===== src/rtl/core/irpe_pkg.sv =====
// shared types, codes and constants of the ir remote pulse encoder
package irpe_pkg;

  // field and register widths
  localparam int unsigned OP_W     = 2;
  localparam int unsigned DATA_W   = 16;
  localparam int unsigned CNT_W    = 5;
  localparam int unsigned PROTO_W  = 2;
  localparam int unsigned UNIT_W   = 11;
  localparam int unsigned DUR_W    = 15;
  localparam int unsigned SEG_W    = 5;
  localparam int unsigned APB_AW   = 3;
  localparam int unsigned APB_DW   = 32;

  // bit field length limit, never above the data width
  localparam int unsigned MAX_BITS  = 16;
  localparam int unsigned BIT_LIMIT = (MAX_BITS < DATA_W) ? MAX_BITS : DATA_W;

  // operation codes
  localparam logic [OP_W-1:0] OP_LEADER    = 2'd0;
  localparam logic [OP_W-1:0] OP_FIELD     = 2'd1;
  localparam logic [OP_W-1:0] OP_STOP      = 2'd2;
  localparam logic [OP_W-1:0] OP_BYTE_PAIR = 2'd3;

  // protocol codes
  localparam logic [PROTO_W-1:0] PROTO_DIST_A = 2'd0;
  localparam logic [PROTO_W-1:0] PROTO_DIST_B = 2'd1;
  localparam logic [PROTO_W-1:0] PROTO_WIDTH  = 2'd2;
  localparam logic [PROTO_W-1:0] PROTO_ALIAS  = 2'd3;

  // register indexes and reset values
  localparam logic REG_PROTOCOL  = 1'b0;
  localparam logic REG_UNIT_TIME = 1'b1;
  localparam logic [PROTO_W-1:0] PROTO_RESET = PROTO_DIST_A;
  localparam logic [UNIT_W-1:0]  UNIT_RESET  = 11'd562;

  // controller to datapath commands
  typedef struct packed {
    logic load;
    logic step;
  } irpe_cmd_t;

  // datapath to controller status
  typedef struct packed {
    logic empty;
    logic last_seg;
  } irpe_status_t;

endpackage


===== src/rtl/core/irpe_ctrl.sv =====
// controller state machine of the ir remote pulse encoder
module irpe_ctrl (
  input  logic                  clk,
  input  logic                  rst_n,
  input  logic                  start,
  input  irpe_pkg::irpe_status_t status,
  output irpe_pkg::irpe_cmd_t   cmd,
  output logic                  busy,
  output logic                  seg_valid
);
  import irpe_pkg::*;

  typedef enum logic [1:0] {
    ST_IDLE = 2'b01,
    ST_RUN  = 2'b10
  } state_t;

  state_t state_r, state_nxt;

  // next state and commands
  always_comb begin
    state_nxt = state_r;
    cmd.load  = 1'b0;
    cmd.step  = 1'b0;
    case (state_r)
      ST_IDLE: begin
        if (start) begin
          cmd.load = 1'b1;
          if (!status.empty) begin
            state_nxt = ST_RUN;
          end
        end
      end
      ST_RUN: begin
        cmd.step = 1'b1;
        if (status.last_seg) begin
          state_nxt = ST_IDLE;
        end
      end
      default: begin
        state_nxt = ST_IDLE;
      end
    endcase
  end

  // state register
  always_ff @(posedge clk) begin
    if (!rst_n) begin
      state_r <= ST_IDLE;
    end else begin
      state_r <= state_nxt;
    end
  end

  assign busy      = (state_r != ST_IDLE);
  assign seg_valid = (state_r == ST_RUN);

endmodule


===== src/rtl/core/irpe_dp.sv =====
// segment datapath: request latch, segment counter, bit shifter, duration select
module irpe_dp (
  input  logic                          clk,
  input  irpe_pkg::irpe_cmd_t           cmd,
  input  logic [irpe_pkg::OP_W-1:0]     in_operation,
  input  logic                          in_repeat_frame,
  input  logic [irpe_pkg::DATA_W-1:0]   in_data_value,
  input  logic [irpe_pkg::CNT_W-1:0]    in_bit_count,
  input  logic [irpe_pkg::PROTO_W-1:0]  protocol,
  input  logic [irpe_pkg::UNIT_W-1:0]   unit_time,
  output irpe_pkg::irpe_status_t        status,
  output logic                          seg_level,
  output logic [irpe_pkg::DUR_W-1:0]    seg_duration,
  output logic                          seg_last
);
  import irpe_pkg::*;

  logic [OP_W-1:0]    op_r;
  logic               rep_r;
  logic [DATA_W-1:0]  shift_r, shift_nxt;
  logic [SEG_W-1:0]   seg_r, seg_nxt;
  logic [SEG_W-1:0]   last_idx_r, last_idx_nxt;

  logic [PROTO_W-1:0] proto_eff;
  logic               width_rule;
  logic [CNT_W-1:0]   cnt_sat;
  logic               empty_req;

  // protocol three behaves as protocol zero
  assign proto_eff  = (protocol == PROTO_ALIAS) ? PROTO_DIST_A : protocol;
  assign width_rule = (proto_eff == PROTO_WIDTH);

  // saturated bit count of a bit field request
  assign cnt_sat = (in_bit_count > CNT_W'(BIT_LIMIT)) ? CNT_W'(BIT_LIMIT) : in_bit_count;

  // segment count of the incoming request, as last index and empty flag
  always_comb begin
    empty_req    = 1'b0;
    last_idx_nxt = '0;
    case (in_operation)
      OP_LEADER: begin
        last_idx_nxt = width_rule ? SEG_W'(0) : SEG_W'(1);
      end
      OP_FIELD: begin
        empty_req    = (cnt_sat == '0);
        last_idx_nxt = SEG_W'({cnt_sat, 1'b0} - 6'd1);
      end
      OP_STOP: begin
        empty_req    = width_rule;
        last_idx_nxt = SEG_W'(1);
      end
      OP_BYTE_PAIR: begin
        last_idx_nxt = SEG_W'(31);
      end
      default: begin
        last_idx_nxt = '0;
      end
    endcase
  end

  assign status.empty    = empty_req;
  assign status.last_seg = (seg_r == last_idx_r);

  // shifter and segment counter
  always_comb begin
    shift_nxt = shift_r;
    seg_nxt   = seg_r;
    if (cmd.load) begin
      shift_nxt = (in_operation == OP_BYTE_PAIR) ?
                  {~in_data_value[7:0], in_data_value[7:0]} : in_data_value;
      seg_nxt   = '0;
    end else if (cmd.step) begin
      seg_nxt = seg_r + SEG_W'(1);
      if (seg_r[0]) begin
        shift_nxt = shift_r >> 1;
      end
    end
  end

  // request registers
  always_ff @(posedge clk) begin
    shift_r <= shift_nxt;
    seg_r   <= seg_nxt;
    if (cmd.load) begin
      op_r       <= in_operation;
      rep_r      <= in_repeat_frame;
      last_idx_r <= last_idx_nxt;
    end
  end

  // multiples of the unit time
  logic [DUR_W-1:0] t1, t2, t3, t4, t8, t16;
  assign t1  = DUR_W'(unit_time);
  assign t2  = DUR_W'({unit_time, 1'b0});
  assign t3  = t1 + t2;
  assign t4  = DUR_W'({unit_time, 2'b00});
  assign t8  = DUR_W'({unit_time, 3'b000});
  assign t16 = DUR_W'({unit_time, 4'b0000});

  // level and duration of the current segment
  always_comb begin
    seg_level    = 1'b0;
    seg_duration = t1;
    case (op_r)
      OP_LEADER: begin
        seg_level = ~seg_r[0];
        case (proto_eff)
          PROTO_DIST_B: seg_duration = seg_r[0] ? (rep_r ? t8 : t4) : t8;
          PROTO_WIDTH:  seg_duration = t4;
          default:      seg_duration = seg_r[0] ? (rep_r ? t4 : t8) : t16;
        endcase
      end
      OP_STOP: begin
        seg_level    = ~seg_r[0];
        seg_duration = t1;
      end
      default: begin
        // data bit: first half then second half
        if (width_rule) begin
          seg_level    = seg_r[0];
          seg_duration = (seg_r[0] && shift_r[0]) ? t2 : t1;
        end else begin
          seg_level    = ~seg_r[0];
          seg_duration = (seg_r[0] && shift_r[0]) ? t3 : t1;
        end
      end
    endcase
  end

  assign seg_last = status.last_seg;

endmodule


===== src/rtl/core/ir_remote_pulse_encoder_unit.sv =====
// top level of the ir remote pulse encoder: registers, controller and datapath
//
// A request names one piece of an infrared remote frame: leader, bit field,
// stop bit or a byte followed by its complement. It is taken at a rising edge
// with start high and busy low. The block then emits the mark and space
// segments of that piece, one per cycle, each as out_level and out_duration
// (microseconds) with out_valid high for exactly one cycle; out_last marks
// the final segment of the request.
// A request keeps busy high from acceptance until its final segment is out;
// the segment counter of the datapath sets this. The longest request is a
// byte and its complement, with 32 segments. A request that makes no
// segment (empty bit field, stop bit under the pulse width rule) is taken
// and leaves busy low.
// The receiver cannot stall; segments are produced at one per cycle.
// The protocol and unit time registers sit on the apb port at byte addresses
// 0 and 4; the user must write them only while idle, as nothing checks this.
// Reset (rst_n low, synchronous) returns the controller to idle and the
// registers to protocol 0 and unit time 562.
module ir_remote_pulse_encoder_unit (
  input  logic                          clk,
  input  logic                          rst_n,
  // request channel
  input  logic                          start,
  output logic                          busy,
  input  logic [irpe_pkg::OP_W-1:0]     in_operation,
  input  logic                          in_repeat_frame,
  input  logic [irpe_pkg::DATA_W-1:0]   in_data_value,
  input  logic [irpe_pkg::CNT_W-1:0]    in_bit_count,
  // segment channel
  output logic                          out_valid,
  output logic                          out_level,
  output logic [irpe_pkg::DUR_W-1:0]    out_duration,
  output logic                          out_last,
  // configuration port
  input  logic                          psel,
  input  logic                          penable,
  input  logic                          pwrite,
  input  logic [irpe_pkg::APB_AW-1:0]   paddr,
  input  logic [irpe_pkg::APB_DW-1:0]   pwdata,
  output logic [irpe_pkg::APB_DW-1:0]   prdata,
  output logic                          pready
);
  import irpe_pkg::*;

  logic [PROTO_W-1:0] protocol_r;
  logic [UNIT_W-1:0]  unit_time_r;
  logic               reg_wr;
  logic               reg_idx;

  irpe_cmd_t    cmd;
  irpe_status_t status;

  // configuration registers
  assign pready  = 1'b1;
  assign reg_idx = paddr[2];
  assign reg_wr  = psel && penable && pwrite && pready;

  always_ff @(posedge clk) begin
    if (!rst_n) begin
      protocol_r  <= PROTO_RESET;
      unit_time_r <= UNIT_RESET;
    end else if (reg_wr) begin
      case (reg_idx)
        REG_PROTOCOL:  protocol_r  <= pwdata[PROTO_W-1:0];
        REG_UNIT_TIME: unit_time_r <= pwdata[UNIT_W-1:0];
        default:       protocol_r  <= protocol_r;
      endcase
    end
  end

  // register readback
  always_comb begin
    case (reg_idx)
      REG_PROTOCOL:  prdata = APB_DW'(protocol_r);
      REG_UNIT_TIME: prdata = APB_DW'(unit_time_r);
      default:       prdata = '0;
    endcase
  end

  irpe_ctrl u_ctrl (
    .clk       (clk),
    .rst_n     (rst_n),
    .start     (start),
    .status    (status),
    .cmd       (cmd),
    .busy      (busy),
    .seg_valid (out_valid)
  );

  irpe_dp u_dp (
    .clk             (clk),
    .cmd             (cmd),
    .in_operation    (in_operation),
    .in_repeat_frame (in_repeat_frame),
    .in_data_value   (in_data_value),
    .in_bit_count    (in_bit_count),
    .protocol        (protocol_r),
    .unit_time       (unit_time_r),
    .status          (status),
    .seg_level       (out_level),
    .seg_duration    (out_duration),
    .seg_last        (out_last)
  );

endmodule

===== config.mk =====
export PLATFORM = sky130hd
export DESIGN_NAME = ir_remote_pulse_encoder_unit
export DESIGN_NICKNAME = d
export VERILOG_FILES = /design/src/rtl/core/irpe_pkg.sv /design/src/rtl/core/irpe_ctrl.sv /design/src/rtl/core/irpe_dp.sv /design/src/rtl/core/ir_remote_pulse_encoder_unit.sv
export SDC_FILE = /design/constraint.sdc
export NUM_CORES = 1
export LEC_CHECK = 0
export BUFFER_PORTS_ARGS = -buffer_cell sky130_fd_sc_hd__buf_2
export CELL_PAD_IN_SITES_DETAIL_PLACEMENT = 1
export CELL_PAD_IN_SITES_GLOBAL_PLACEMENT = 1
export CORE_ASPECT_RATIO = 1.5
export CORE_MARGIN = 3
export CORE_UTILIZATION = 34
export DETAILED_ROUTE_END_ITERATION = 8
export GPL_TIMING_DRIVEN = 0
export PLACE_DENSITY = 0.82
export SYNTH_ARGS = -nofsm -noshare
export SYNTH_HDL_FRONTEND = slang
export SYNTH_SLANG_ARGS = --single-unit

===== constraint.sdc =====
create_clock -name clk -period 2.1 [get_ports clk]
set_input_delay 0.21 -clock clk [delete_from_list [all_inputs] [get_ports clk]]
set_output_delay 0.21 -clock clk [all_outputs]
set_load 0.05 [all_outputs]

==> flow_summary.json <==
{
  "multi_input_area_sq_um": 2604,
  "die_y_um": 132.8,
  "syn_area_sq_um": 3643,
  "synth_area_leaders": "edfxtp_1, dfxtp_1, ha_1",
  "fin_hold_ws_ns": 0.09361,
  "fin_area_sq_um": 5047,
  "route.vias.total": 3703,
  "violations": "setup timing",
  "yosys_warnings": 0,
  "maxSlewViolCount": 0,
  "timing.final.ws_setup_ns": -0.4687,
  "crit_buf_inv": 2,
  "path_cells": "ha_4 -> fa_2 -> a211oi_4 -> o21ai_2 -> buf_4 -> nand2_4 -> xnor2_2 -> o31ai_4 -> buf_6",
  "yosys.area.top_type": "edfxtp_1",
  "clk_pin_slew_ns": 0.06,
  "yosysMostFrequentCell": "nand2_1",
  "root_buffer": "clkbuf_16",
  "synthToLayoutAreaGrowth_pct": 38.53,
  "crit_family": "compound AO/OA/AOI/OAI gates",
  "p_leak_nw": 2.240,
  "clockBufferDepth": 2,
  "grt_overflow": 0,
  "grt_use_total_pct": 20.91,
  "die_area_sq_um": 12020,
  "hold_viol": 0,
  "layout_min_cycle_time_ns": 2.569,
  "synth_flop_cell": "edfxtp_1",
  "port_buffers": 71,
  "diodes": 0,
  "worstSkewPairLatency_ns": 0.29,
  "grt_first_pass_wirelength_mm": 20.07,
  "max_stage_delay_ns": 0.39,
  "synth_cell_types": 57,
  "synth.top_cells.by_count": "nand2_1, a21oi_1, clkbuf_1, o21ai_0, nor2_1",
  "rows": 45,
  "fillers": 1252,
  "endpoint_kind": "output port",
  "cap_violations": 0,
  "syn_inst": 444,
  "nNetsFinal": 638,
  "slew_headroom_pct": 56.33,
  "cts_sinks": 44,
  "min_path_type": "in -> reg",
  "finalCritPeriodShare_pct": 122.3,
  "ys_async_sr_fraction_pct": 0,
  "ir_drop_mv": 0.4472,
  "worst_r2r_path_depth": 5,
  "drc": 0,
  "drive_above_1_share_pct": 35.99,
  "post_dp_cell_area_sq_um": 4387,
  "setup_viol": 10,
  "crit_fanout": 4,
  "ys_seq_elements": 44,
  "antenna_left": 0,
  "path_class": "reg -> out",
  "dp_hpwl_mm": 9.391,
  "skew_ns": 0.006944,
  "outcome": "finished with violations",
  "numCtsBuffers": 5,
  "powerDensity_nw_per_um2": 549.0,
  "final_cells": 694,
  "fmax_mhz": 389.3,
  "rsz0062_at_grt": "true",
  "crit_required_ns": 1.89,
  "drt_first_pass_iters": 5,
  "gp_congestion": 0.9014,
  "cp-start-kind": "flip-flop",
  "drt-initial-drc-count": 156,
  "die_w_um": 90.52,
  "grt_pass1_vias": 3831,
  "slowest_stage": "fa_2",
  "antenna_found_initial": 0,
  "start_util_pct": 35.36,
  "wl_mm": 12.63,
  "seq_area_frac_synth_pct": 30.77,
  "crit_arrival_ns": 2.36,
  "cts_tree": "built",
  "synth_top_area_share_pct": 19.78,
  "synth_edf_count": 24,
  "ctsHoldBuffers": 0,
  "post_drt_wl_per_cell_um": 18.20,
  "post-place-cells": 676,
  "ff_latch_area_sq_um": 1145,
  "routed_via_density": 5.336,
  "ios": 117,
  "htree_levels": 2,
  "syn_avg_cell_area_sq_um": 8.206,
  "worstMarginPinSlew_ns": 0.6551,
  "grt_max_degree": 17,
  "core_sq_um": 10300,
  "worstHoldPathCells": 1,
  "cp.depth": 9
}
-- registers in the layout, summed over array words and instances, names as in the netlist --
signal / cells
u_dp.rep_r: 1
unit_time_r: 11
u_dp.seg_r: 5
u_dp.shift_r: 16
u_dp.last_idx_r: 5
u_dp.op_r: 2
u_ctrl.state_r: 2
protocol_r: 2
-- metrics by stage --
step | utilization, % | setup TNS [ns] | total power, mW | setup slack [ns]
2_1_floorplan | - | -0.4253 | 1.596 | -0.2599
3_3_place_gp | 42.57 | -4.199 | 1.768 | -0.4585
3_5_place_dp | 42.57 | -4.738 | 1.794 | -0.5025
4_1_cts | 48.04 | -3.269 | 2.765 | -0.4880
5_1_grt | 48.99 | -4.341 | 2.902 | -0.5378
6_report | 48.99 | -3.522 | 2.771 | -0.4687
-- area by class of cell --
class	instances	area share [%]
buffer	55	7.040
clock inverter	3	0.9420
timing repair buffer	83	10.26
sequential	44	22.68
inverter	19	1.512
tap	141	3.495
multi-input combinational	344	51.59
clock buffer	5	2.479
-- cells by family (layout without fill, tap and decap cells) --
group | Yosys count | after routing | synth area share [%]
flops | 44 | 44 | 30.77
compound gates | 116 | 116 | 21.39
buf+inv | 76 | 165 | 10.68
simple gates | 142 | 142 | 18.27
other cells | 2 | 22 | 0.2061
fa+ha+maj | 21 | 21 | 7.418
xor+xnor | 19 | 19 | 4.567
mux | 24 | 24 | 6.696
-- power breakdown --
part           total (mW)  internal [mW]  switching [mW]
clock network       0.903          0.565           0.338
registers            1.01          0.976          0.0311
logic               0.861          0.303           0.558
total                2.77           1.84           0.927
-- worst paths after layout --
path / startpoint / endpoint / slack (ns)
setup / recovery: unit_time_r[1]$_SDFFE_PN1P_ / out_duration[7] / -0.47
hold / removal: in_repeat_frame / u_dp.rep_r$_DFFE_PP_ / 0.09
setup reg to reg: u_ctrl.state_r[1]$_SDFFE_PN0P_ / u_dp.shift_r[2]$_DFFE_PP_ / 0.23
hold reg to reg: u_dp.seg_r[4]$_SDFFE_PP0P_ / u_dp.seg_r[4]$_SDFFE_PP0P_ / 0.54
-- metal layers --
| layer | vias to the layer above | share of wire, % | GRT usage, % |
|---|---|---|---|
| li1 | 1732 | - | - |
| met1 | 1793 | 36 | 22.32 |
| met2 | 145 | 56 | 40.45 |
| met3 | 33 | 4.0 | 1.877 |
| met4 | 0 | 3.7 | 9.966 |
| met5 | - | 0 | 0 |
-- what timing repair did --
item                                    4_1_cts  5_1_grt
hold endpoints to repair                      0        0
setup buffers                                10        2
pin swaps                                    14        6
endpoints found under the setup margin       16       15
resized for setup                            83       28
-- worst register-to-register path, delay by kind of cell (launching register included) --
family	cells	cell delay, ns
DFF	1	0.30
and+or+nand+nor	3	0.82
buffers and inverters	2	0.42
-- placed cells by master (no fill, tap or decap), types with 5 or more instances in the layout --
cell type  synthesis  final
ha_4               0     10
a31oi_1            6      5
buf_2              5     58
a21boi_0           8      7
conb_1             2     22
a221o_1            5      5
buf_4             22     41
clkbuf_2           0      7
nand2_1           61     59
nor2_1            25     23
a21oi_1           27     22
buf_6              2     14
inv_1             18     17
and2_1             9      9
dfxtp_1           20     11
xnor2_1            8      6
clkbuf_1          27     16
o21ai_0           27     21
ha_1              20     10
clkbuf_16          0      5
nand2b_1           6      6
mux2i_1           21     21
xor2_1            11      9
nand3_1           15     14
dfxtp_4            0      5
edfxtp_1          24     24
and3_1             5      5
Note: power is estimated with default switching activity, not from simulation.
